**src/sv/ied_pkg.sv**
```systemverilog
// Shared types and constants for the input episode detector.
// Used by every module of the block; it depends on nothing else.
package ied_pkg;

	// Field widths.
	localparam int COORD_W = 16;
	localparam int ID_W    = 32;
	localparam int MAG_W   = COORD_W;
	localparam int SEQ_W   = 32;
	localparam int TIME_W  = 64;
	localparam int THR_W   = 16;
	localparam int SETTLE_W = 32;
	localparam int CFG_W   = 32;
	localparam int CFG_IDX_W = 2;

	// Widths of the id and magnitude as they leave the block.
	localparam int EVT_ID_W  = 32;
	localparam int EVT_MAG_W = 16;

	// Depth of the queue between the front and the back.
	localparam int QDEPTH = 2;

	// Event kinds.
	localparam logic [1:0] KIND_STARTED  = 2'd0;
	localparam logic [1:0] KIND_PEAK     = 2'd1;
	localparam logic [1:0] KIND_REVERSED = 2'd2;
	localparam logic [1:0] KIND_ENDED    = 2'd3;

	// Configuration register indexes.
	localparam logic [CFG_IDX_W-1:0] REG_ACTIVE_THR  = 2'd0;
	localparam logic [CFG_IDX_W-1:0] REG_RELEASE_THR = 2'd1;
	localparam logic [CFG_IDX_W-1:0] REG_SETTLE_TIME = 2'd2;

	// Configuration reset values.
	localparam logic [THR_W-1:0]    ACTIVE_THR_RST  = 16'd8192;
	localparam logic [THR_W-1:0]    RELEASE_THR_RST = 16'd4096;
	localparam logic [SETTLE_W-1:0] SETTLE_RST      = 32'd50000000;

	// One input sample.
	typedef struct packed {
		logic signed [COORD_W-1:0] pos_x;
		logic signed [COORD_W-1:0] pos_y;
		logic [SEQ_W-1:0]          seq_number;
		logic [TIME_W-1:0]         time_ns;
	} sample_t;

	// One result event.
	typedef struct packed {
		logic [1:0]           event_kind;
		logic [EVT_ID_W-1:0]  episode_number;
		logic [SEQ_W-1:0]     event_seq;
		logic [TIME_W-1:0]    event_time_ns;
		logic [EVT_MAG_W-1:0] event_magnitude;
		logic                 last_of_run;
	} event_t;

	// A measured sample as it travels from the front to the back.
	typedef struct packed {
		logic signed [COORD_W-1:0] pos_x;
		logic [MAG_W-1:0]          mag;
		logic [SEQ_W-1:0]          seq_number;
		logic [TIME_W-1:0]         time_ns;
	} meas_t;

	// Configuration register set.
	typedef struct packed {
		logic [THR_W-1:0]    active_thr;
		logic [THR_W-1:0]    release_thr;
		logic [SETTLE_W-1:0] settle_time;
	} cfg_t;

endpackage

```
**src/sv/input_episode_detector.sv**
```systemverilog
// Input episode detector: one two-axis sample in, zero to three events out.
// A sample passes through the front in steps: capture, squaring, sum, and a
// square root that finds one magnitude bit per cycle; the front takes no new
// sample until it has handed the last one to the queue. A two-entry queue lets the
// front keep measuring while the back delivers events, one per cycle when the
// consumer is ready. Configuration registers are written with cfg_we, and a
// write to an unused index is ignored.
// Top level; depends on ied_pkg, ied_front, ied_queue and ied_back.
module input_episode_detector (
	input  logic                               clk,
	input  logic                               arst_n,
	input  logic                               in_valid,
	output logic                               in_ready,
	input  ied_pkg::sample_t                   in_data,
	output logic                               out_valid,
	input  logic                               out_ready,
	output ied_pkg::event_t                    out_data,
	input  logic                               cfg_we,
	input  logic [ied_pkg::CFG_IDX_W-1:0]      cfg_index,
	input  logic [ied_pkg::CFG_W-1:0]          cfg_wdata
);
	import ied_pkg::*;

	cfg_t  cfg_q;
	logic  push, q_full, q_not_empty, pop;
	meas_t push_data, head;

	// Configuration registers.
	always_ff @(posedge clk or negedge arst_n) begin
		if (!arst_n) begin
			cfg_q.active_thr  <= ACTIVE_THR_RST;
			cfg_q.release_thr <= RELEASE_THR_RST;
			cfg_q.settle_time <= SETTLE_RST;
		end else if (cfg_we) begin
			case (cfg_index)
				REG_ACTIVE_THR:  cfg_q.active_thr  <= cfg_wdata[THR_W-1:0];
				REG_RELEASE_THR: cfg_q.release_thr <= cfg_wdata[THR_W-1:0];
				REG_SETTLE_TIME: cfg_q.settle_time <= cfg_wdata[SETTLE_W-1:0];
				default: ;
			endcase
		end
	end

	ied_front u_front (
		.clk       (clk),
		.arst_n    (arst_n),
		.in_valid  (in_valid),
		.in_ready  (in_ready),
		.in_data   (in_data),
		.push      (push),
		.push_data (push_data),
		.q_full    (q_full)
	);

	ied_queue u_queue (
		.clk       (clk),
		.arst_n    (arst_n),
		.push      (push),
		.push_data (push_data),
		.full      (q_full),
		.pop       (pop),
		.not_empty (q_not_empty),
		.head      (head)
	);

	ied_back u_back (
		.clk         (clk),
		.arst_n      (arst_n),
		.cfg         (cfg_q),
		.q_not_empty (q_not_empty),
		.head        (head),
		.pop         (pop),
		.out_valid   (out_valid),
		.out_ready   (out_ready),
		.out_data    (out_data)
	);

endmodule

```
**src/sv/ied_front.sv**
```systemverilog
// Front part of the episode detector: takes a sample and measures its magnitude.
// The magnitude is an exact floor square root found one result bit per cycle.
// Depends on ied_pkg.
module ied_front (
	input  logic            clk,
	input  logic            arst_n,
	input  logic            in_valid,
	output logic            in_ready,
	input  ied_pkg::sample_t in_data,
	output logic            push,
	output ied_pkg::meas_t  push_data,
	input  logic            q_full
);
	import ied_pkg::*;

	localparam int RAD_W = 2 * COORD_W;
	localparam int REM_W = COORD_W + 3;
	localparam int CNT_W = $clog2(COORD_W);

	localparam logic [2:0] ST_IDLE = 3'd0;
	localparam logic [2:0] ST_SQ   = 3'd1;
	localparam logic [2:0] ST_SUM  = 3'd2;
	localparam logic [2:0] ST_ROOT = 3'd3;
	localparam logic [2:0] ST_PUSH = 3'd4;

	logic [2:0]         state_q;
	sample_t            smp_q;
	logic [COORD_W-1:0] ax_q, ay_q;
	logic [RAD_W-1:0]   sqx_q, sqy_q, rad_q;
	logic [REM_W-1:0]   rem_q;
	logic [COORD_W-1:0] root_q;
	logic [CNT_W-1:0]   cnt_q;

	logic [REM_W-1:0]   rem_shift, trial;
	logic               fits;

	// One step of the digit-by-digit square root.
	assign rem_shift = {rem_q[REM_W-3:0], rad_q[RAD_W-1 -: 2]};
	assign trial     = {1'b0, root_q, 2'b01};
	assign fits      = rem_shift >= trial;

	assign in_ready = (state_q == ST_IDLE);
	assign push     = (state_q == ST_PUSH) && !q_full;

	always_comb begin
		push_data.pos_x      = smp_q.pos_x;
		push_data.mag        = root_q;
		push_data.seq_number = smp_q.seq_number;
		push_data.time_ns    = smp_q.time_ns;
	end

	// Control sequence: capture, square, sum, iterate the root, hand off.
	always_ff @(posedge clk or negedge arst_n) begin
		if (!arst_n) begin
			state_q <= ST_IDLE;
			cnt_q   <= '0;
		end else begin
			case (state_q)
				ST_IDLE: begin
					if (in_valid) state_q <= ST_SQ;
				end
				ST_SQ:   state_q <= ST_SUM;
				ST_SUM: begin
					state_q <= ST_ROOT;
					cnt_q   <= '0;
				end
				ST_ROOT: begin
					cnt_q <= cnt_q + 1'b1;
					if (cnt_q == CNT_W'(COORD_W - 1)) state_q <= ST_PUSH;
				end
				ST_PUSH: begin
					if (!q_full) state_q <= ST_IDLE;
				end
				default: state_q <= ST_IDLE;
			endcase
		end
	end

	// Datapath registers.
	always_ff @(posedge clk) begin
		case (state_q)
			ST_IDLE: begin
				if (in_valid) begin
					smp_q <= in_data;
					ax_q  <= in_data.pos_x[COORD_W-1] ? (~in_data.pos_x + 1'b1)
						: in_data.pos_x;
					ay_q  <= in_data.pos_y[COORD_W-1] ? (~in_data.pos_y + 1'b1)
						: in_data.pos_y;
				end
			end
			ST_SQ: begin
				sqx_q <= RAD_W'(ax_q) * RAD_W'(ax_q);
				sqy_q <= RAD_W'(ay_q) * RAD_W'(ay_q);
			end
			ST_SUM: begin
				rad_q  <= sqx_q + sqy_q;
				rem_q  <= '0;
				root_q <= '0;
			end
			ST_ROOT: begin
				rad_q <= {rad_q[RAD_W-3:0], 2'b00};
				if (fits) begin
					rem_q  <= rem_shift - trial;
					root_q <= {root_q[COORD_W-2:0], 1'b1};
				end else begin
					rem_q  <= rem_shift;
					root_q <= {root_q[COORD_W-2:0], 1'b0};
				end
			end
			default: ;
		endcase
	end

endmodule

```
**src/sv/ied_queue.sv**
```systemverilog
// Short queue between the front and the back of the episode detector.
// Holds measured samples in order; depends on ied_pkg.
module ied_queue (
	input  logic           clk,
	input  logic           arst_n,
	input  logic           push,
	input  ied_pkg::meas_t push_data,
	output logic           full,
	input  logic           pop,
	output logic           not_empty,
	output ied_pkg::meas_t head
);
	import ied_pkg::*;

	localparam int PTR_W = $clog2(QDEPTH);
	localparam int CNT_W = $clog2(QDEPTH + 1);

	meas_t            mem_q [QDEPTH];
	logic [PTR_W-1:0] wr_q, rd_q;
	logic [CNT_W-1:0] cnt_q;

	assign full      = (cnt_q == CNT_W'(QDEPTH));
	assign not_empty = (cnt_q != '0);
	assign head      = mem_q[rd_q];

	// Pointers and fill count.
	always_ff @(posedge clk or negedge arst_n) begin
		if (!arst_n) begin
			wr_q  <= '0;
			rd_q  <= '0;
			cnt_q <= '0;
		end else begin
			if (push) wr_q <= (wr_q == PTR_W'(QDEPTH - 1)) ? '0 : wr_q + 1'b1;
			if (pop)  rd_q <= (rd_q == PTR_W'(QDEPTH - 1)) ? '0 : rd_q + 1'b1;
			if (push && !pop)      cnt_q <= cnt_q + 1'b1;
			else if (pop && !push) cnt_q <= cnt_q - 1'b1;
		end
	end

	// Entry storage.
	always_ff @(posedge clk) begin
		if (push) mem_q[wr_q] <= push_data;
	end

endmodule

```
**src/sv/ied_back.sv**
```systemverilog
// Back part of the episode detector: episode state and event generation.
// Takes measured samples from the queue and emits up to three events each.
// Depends on ied_pkg.
module ied_back (
	input  logic            clk,
	input  logic            arst_n,
	input  ied_pkg::cfg_t   cfg,
	input  logic            q_not_empty,
	input  ied_pkg::meas_t  head,
	output logic            pop,
	output logic            out_valid,
	input  logic            out_ready,
	output ied_pkg::event_t out_data
);
	import ied_pkg::*;

	// Episode state.
	logic                      active_q;
	logic [ID_W-1:0]           cur_ep_q, next_ep_q;
	logic [MAG_W-1:0]          peak_q;
	logic signed [COORD_W-1:0] lsx_q;
	logic [TIME_W-1:0]         bst_q;

	// Pending event run.
	logic              busy_q;
	logic [1:0]        kinds_q [3];
	logic [1:0]        n_q, idx_q;
	logic [ID_W-1:0]   ev_ep_q;
	logic [SEQ_W-1:0]  ev_seq_q;
	logic [TIME_W-1:0] ev_time_q;
	logic [MAG_W-1:0]  ev_mag_q;

	// Decision for the sample at the head of the queue.
	logic                      nx_active;
	logic [ID_W-1:0]           nx_cur, nx_next, nx_ep;
	logic [MAG_W-1:0]          nx_peak;
	logic signed [COORD_W-1:0] nx_lsx;
	logic [TIME_W-1:0]         nx_bst, bst_run, elapsed;
	logic [1:0]                nk [3];
	logic [1:0]                nn;
	logic [COORD_W-1:0]        ax, alsx;
	logic                      x_strong, last_strong, opposite;

	assign ax   = head.pos_x[COORD_W-1] ? (~head.pos_x + 1'b1) : head.pos_x;
	assign alsx = lsx_q[COORD_W-1] ? (~lsx_q + 1'b1) : lsx_q;
	assign x_strong    = ax >= cfg.active_thr;
	assign last_strong = alsx >= cfg.active_thr;
	assign opposite    = (head.pos_x[COORD_W-1] && !lsx_q[COORD_W-1] && lsx_q != '0)
		|| (!head.pos_x[COORD_W-1] && head.pos_x != '0 && lsx_q[COORD_W-1]);
	assign bst_run = (bst_q == '0) ? head.time_ns : bst_q;
	assign elapsed = head.time_ns - bst_run;

	assign pop = q_not_empty && !busy_q;

	// Work out the events and the next state for one sample.
	always_comb begin
		nx_active = active_q;
		nx_cur    = cur_ep_q;
		nx_next   = next_ep_q;
		nx_peak   = peak_q;
		nx_lsx    = lsx_q;
		nx_bst    = bst_q;
		nx_ep     = cur_ep_q;
		nk[0]     = KIND_STARTED;
		nk[1]     = KIND_PEAK;
		nk[2]     = KIND_PEAK;
		nn        = 2'd0;
		if (!active_q) begin
			if (head.mag >= cfg.active_thr) begin
				nx_active = 1'b1;
				nx_cur    = next_ep_q;
				nx_next   = next_ep_q + 1'b1;
				nx_ep     = next_ep_q;
				nx_peak   = head.mag;
				nx_lsx    = head.pos_x;
				nx_bst    = '0;
				nk[0]     = KIND_STARTED;
				nk[1]     = KIND_PEAK;
				nn        = 2'd2;
			end
		end else begin
			if (head.mag > peak_q) begin
				nx_peak = head.mag;
				nk[nn]  = KIND_PEAK;
				nn      = nn + 2'd1;
			end
			if (x_strong && last_strong && opposite) begin
				nk[nn] = KIND_REVERSED;
				nn     = nn + 2'd1;
			end
			if (x_strong) nx_lsx = head.pos_x;
			if (head.mag <= cfg.release_thr) begin
				nx_bst = bst_run;
				if (elapsed >= TIME_W'(cfg.settle_time)) begin
					nk[nn]    = KIND_ENDED;
					nn        = nn + 2'd1;
					nx_active = 1'b0;
					nx_cur    = '0;
					nx_bst    = '0;
				end
			end else begin
				nx_bst = '0;
			end
		end
	end

	// Output side: present the stored run one event at a time.
	assign out_valid = busy_q;
	always_comb begin
		out_data.event_kind      = kinds_q[idx_q];
		out_data.episode_number  = EVT_ID_W'(ev_ep_q);
		out_data.event_seq       = ev_seq_q;
		out_data.event_time_ns   = ev_time_q;
		out_data.event_magnitude = EVT_MAG_W'(ev_mag_q);
		out_data.last_of_run     = (idx_q == n_q - 2'd1);
	end

	// State and run control.
	always_ff @(posedge clk or negedge arst_n) begin
		if (!arst_n) begin
			active_q  <= 1'b0;
			cur_ep_q  <= '0;
			next_ep_q <= ID_W'(1);
			peak_q    <= '0;
			lsx_q     <= '0;
			bst_q     <= '0;
			busy_q    <= 1'b0;
			n_q       <= 2'd0;
			idx_q     <= 2'd0;
		end else begin
			if (pop) begin
				active_q  <= nx_active;
				cur_ep_q  <= nx_cur;
				next_ep_q <= nx_next;
				peak_q    <= nx_peak;
				lsx_q     <= nx_lsx;
				bst_q     <= nx_bst;
				busy_q    <= (nn != 2'd0);
				n_q       <= nn;
				idx_q     <= 2'd0;
			end else if (busy_q && out_ready) begin
				idx_q <= idx_q + 2'd1;
				if (idx_q == n_q - 2'd1) busy_q <= 1'b0;
			end
		end
	end

	// Run payload, captured with the sample.
	always_ff @(posedge clk) begin
		if (pop) begin
			kinds_q[0] <= nk[0];
			kinds_q[1] <= nk[1];
			kinds_q[2] <= nk[2];
			ev_ep_q    <= nx_ep;
			ev_seq_q   <= head.seq_number;
			ev_time_q  <= head.time_ns;
			ev_mag_q   <= head.mag;
		end
	end

endmodule
```
**config.mk**
```make
export PLATFORM = sky130hd
export DESIGN_NAME = input_episode_detector
export DESIGN_NICKNAME = d
export VERILOG_FILES = /design/src/sv/ied_pkg.sv /design/src/sv/input_episode_detector.sv /design/src/sv/ied_front.sv /design/src/sv/ied_queue.sv /design/src/sv/ied_back.sv
export SDC_FILE = /design/constraint.sdc
export NUM_CORES = 2
export LEC_CHECK = 0
export ABC_AREA = 1
export ABC_CLOCK_PERIOD_IN_PS = 10900
export BUFFER_PORTS_ARGS = -buffer_cell sky130_fd_sc_hd__buf_2
export CAP_MARGIN = 20
export CELL_PAD_IN_SITES_DETAIL_PLACEMENT = 0
export CELL_PAD_IN_SITES_GLOBAL_PLACEMENT = 2
export CORE_MARGIN = 2
export CORE_UTILIZATION = 36
export DETAILED_ROUTE_END_ITERATION = 6
export PLACE_DENSITY = 0.75
export SYNTH_ARGS = -nofsm -noshare
export SYNTH_HDL_FRONTEND = slang
export SYNTH_SLANG_ARGS = --single-unit
```
**constraint.sdc**
```tcl
create_clock -name clk -period 10.9 [get_ports clk]
set_input_delay 2.18 -clock clk [delete_from_list [all_inputs] [get_ports clk]]
set_output_delay 2.18 -clock clk [all_outputs]
set_load 0.02 [all_outputs]
```
==> results.md <==
* Iteration-0 DRC Markers at 2427
* Final Critical Period at 7.365 ns
* Met3 Usage GRT at under 10%
* CTS tree: yes
* Vias in the first global route at about 44000
* Maximum root-to-sink buffer count at 3
* Cell count after synthesis at 6705
* Top cell type's share of synthesized area at 33.44%
* FFs w/ async S/R, synth at 26.31%
* Most common flop cell mapped by yosys: edfxtp_1
* Count of flip-flops with a built-in enable after synthesis at approximately 680
* Worst Setup End Kind: flop
* Initial Util at a little over a third
* Max Cap Viol at 0
* Post-DP HPWL at 128000 µm
* Total setup buffers inserted after CTS at 0
* Worst hold margin at about 0.43 ns
* Slew @ Worst Pin at 1.070 ns
* Largest net degree at the start of global routing at 131
* Cell variety after synth at 60
* DRT antenna net count at 0
* Area leader, netlist: edfxtp_1
* Post-route setup TNS at 0 ns
* Top area cells in the synthesized netlist: edfxtp_1 (33%), nand2_1 (12%), fa_1 (11%), dfrtp_1 (9.3%), ha_1 (8.9%)
* Unrepaired setup endpoints after global routing: no
* Slew Viols, Final at 0
* Ys Warns at 0
* Status: finished clean
* Startpoint Class: flop
* Global-route wire length before repair at 254900 µm
* Vias at around 43000
* NumNets Final at roughly 8000
* Top cells by count, synth: nand2_1 (1899), inv_1 (1307), edfxtp_1 (675)
* Initial antenna violation count at 27
* Synthesized flop and latch total at between 900 and 1000
* Layout area overhead at 12.12%
* Clk_skew at between 0.04 and 0.05 ns
* Worst-Skew Late Latency at 0.76 ns
* Layout cells sized above 1 at around 10%
* Clk slew on worst S/H paths at about 0.060 ns
* Die Height at between 400 and 500 µm
* CP dominant cell by count: nand2_1
* FMAX at between 100 and 150 MHz
* Core region area at around 170000 µm²
* Synth Net Count at 7634
* GRT Util Overall at between 10% and 20%
* Most used routing layer: met2
* Root buf cell: clkbuf_16
* Port Buffers at 315
* Fin crit share at about two thirds
* Worst min-delay path class: flop to flop
* H-tree Lvls at 3
* CP required at approximately 12 ns
* CTS Hold Buffers Added at 0
* CP Max Fanout at 44
* Critical path's largest stage delay at a little under 0.7 ns
* DRC viols at 0
* Setup CP Type: flop to flop
* Max-slew headroom at 28.66%
* Drt first pass iters at 6
* Final setup fails at 0
* Die area at about 170000 µm²
* Num Clock Sinks at around 900
* Die W at 414.3 µm
* Global routing usage on met1 at 23.46%
* Avg Cell Area, Syn at 9.040 µm²
* Global route overflow at 0
* Wire length per cell at between 15 and 20 µm
* Slowest-stage cell, CP: nand4_1
* GR Util met2 at between 30% and 40%
* Vias per std cell at ~4.7
* Resized cells post-CTS at 0
* Placer Congestion at about 0.88
* Synthesized area at 60610 µm²
* Total wire length at about 160000 µm
* CP Data Arrival Time at 8.00 ns
* Final hold vios at 0
* Row count at 150
* I/O pin cnt at about 320
* Register area share after synthesis at 43.42%
* Most frequent cell after synthesis: nand2_1
* Num CTS Buffers at slightly above 100
-- cells by family after synthesis --
| family | synth area share, % |
|---|---|
| flip-flops | 43.42 |
| adder cells (fa/ha/maj) | 19.82 |
| AND/OR/NAND/NOR | 17.27 |
| AO/OA/AOI/OAI | 6.748 |
| buffers and inverters | 9.413 |
| multiplexers | 0.2353 |
| XOR/XNOR | 3.092 |
-- worst max-delay path: cells and delay by family, from the launching register on --
family                     cells  cell delay [ns]
and+or+nand+nor               21             3.53
AOI/OAI and AO/OA              4             0.63
xor gates and xnor gates       1             0.18
buffers and inverters          5             1.56
DFF                            1             0.40
adders and majority gates      3             0.88
-- state kept, by name, summed over array words and instances, names as in the netlist, 17 cells and up --
register,count
cfg_q,64
u_front.rad_q,32
u_back.next_ep_q,32
u_back.bst_q,64
u_back.ev_time_q,64
u_front.sqy_q,31
u_front.rem_q,17
u_queue.mem_q,256
u_back.ev_ep_q,32
u_back.cur_ep_q,32
u_back.ev_seq_q,32
u_front.push_data,111
u_front.sqx_q,31
-- cell usage in the layout, fill, tap and decap left out, types with 29 or more instances in the layout --
cell type  synthesis  layout
dfrtp_1          226     225
ha_1             432     432
inv_1           1307    1306
nand3_1          144     142
or2_2             47      47
fa_1             330     330
xor2_1           135     135
nand2_1         1899    1898
nor3_1            55      54
buf_4              0      29
o21ai_0          268     268
nor2_1           332     327
nand4_1           40      40
edfxtp_1         675     675
a21oi_1          250     249
clkbuf_16          0     102
buf_2              3     314
a21oi_2           46      47
xnor2_1           79      79
-- final timing paths --
check	to	slack [ns]	cells past startpoint	startpoint
setup reg to reg	u_back.bst_q[40]$_DFFE_PN0P_	3.53	34	u_back.bst_q[6]$_DFFE_PN0P_
hold reg to reg	u_queue.mem_q[0][38]$_DFFE_PP_	0.43	0	u_front.push_data[38]$_DFFE_PP_
hold / removal	u_queue.mem_q[0][38]$_DFFE_PP_	0.43	0	u_front.push_data[38]$_DFFE_PP_
min in group asynchronous	u_back.bst_q[6]$_DFFE_PN0P_	1.51	1	arst_n
max in group asynchronous	u_back.cur_ep_q[3]$_DFFE_PN0P_	7.94	2	arst_n
setup / recovery	u_back.bst_q[40]$_DFFE_PN0P_	3.53	34	u_back.bst_q[6]$_DFFE_PN0P_
-- per-stage QoR --
stage	instance area [µm²]	std cells	worst slack (ns)	util [%]
finish	67960	9296	3.535	40.64
floorplan	60620	6705	2.545	-
detailed placement	64560	9089	3.349	38.61
CTS	67890	9281	3.294	40.60
global route	67950	9294	2.745	40.63
global placement	64540	9088	3.522	38.60
-- area by class of cell --
cell class | count | area, µm²
Tap cell | 2204 | 2758
Sequential cell | 916 | 26320
Inverter | 1328 | 4987
Fill cell | 16861 | 99270
Antenna cell | 13 | 32.53
Multi-Input combinational cell | 4295 | 28650
Clock buffer | 132 | 2725
Timing Repair Buffer | 348 | 1869
Clock inverter | 60 | 609.3
-- metal layers --
metal / part of all wire (%) / vias to the layer above
li1: - / 21706
met1: 43 / 20800
met2: 51 / 538
met3: 2.6 / 222
met4: 3.2 / 4
met5: 0.014 / -
Power is not shown: default switching activity piles up to over one toggle a cycle in this logic, so the estimate is an artifact.
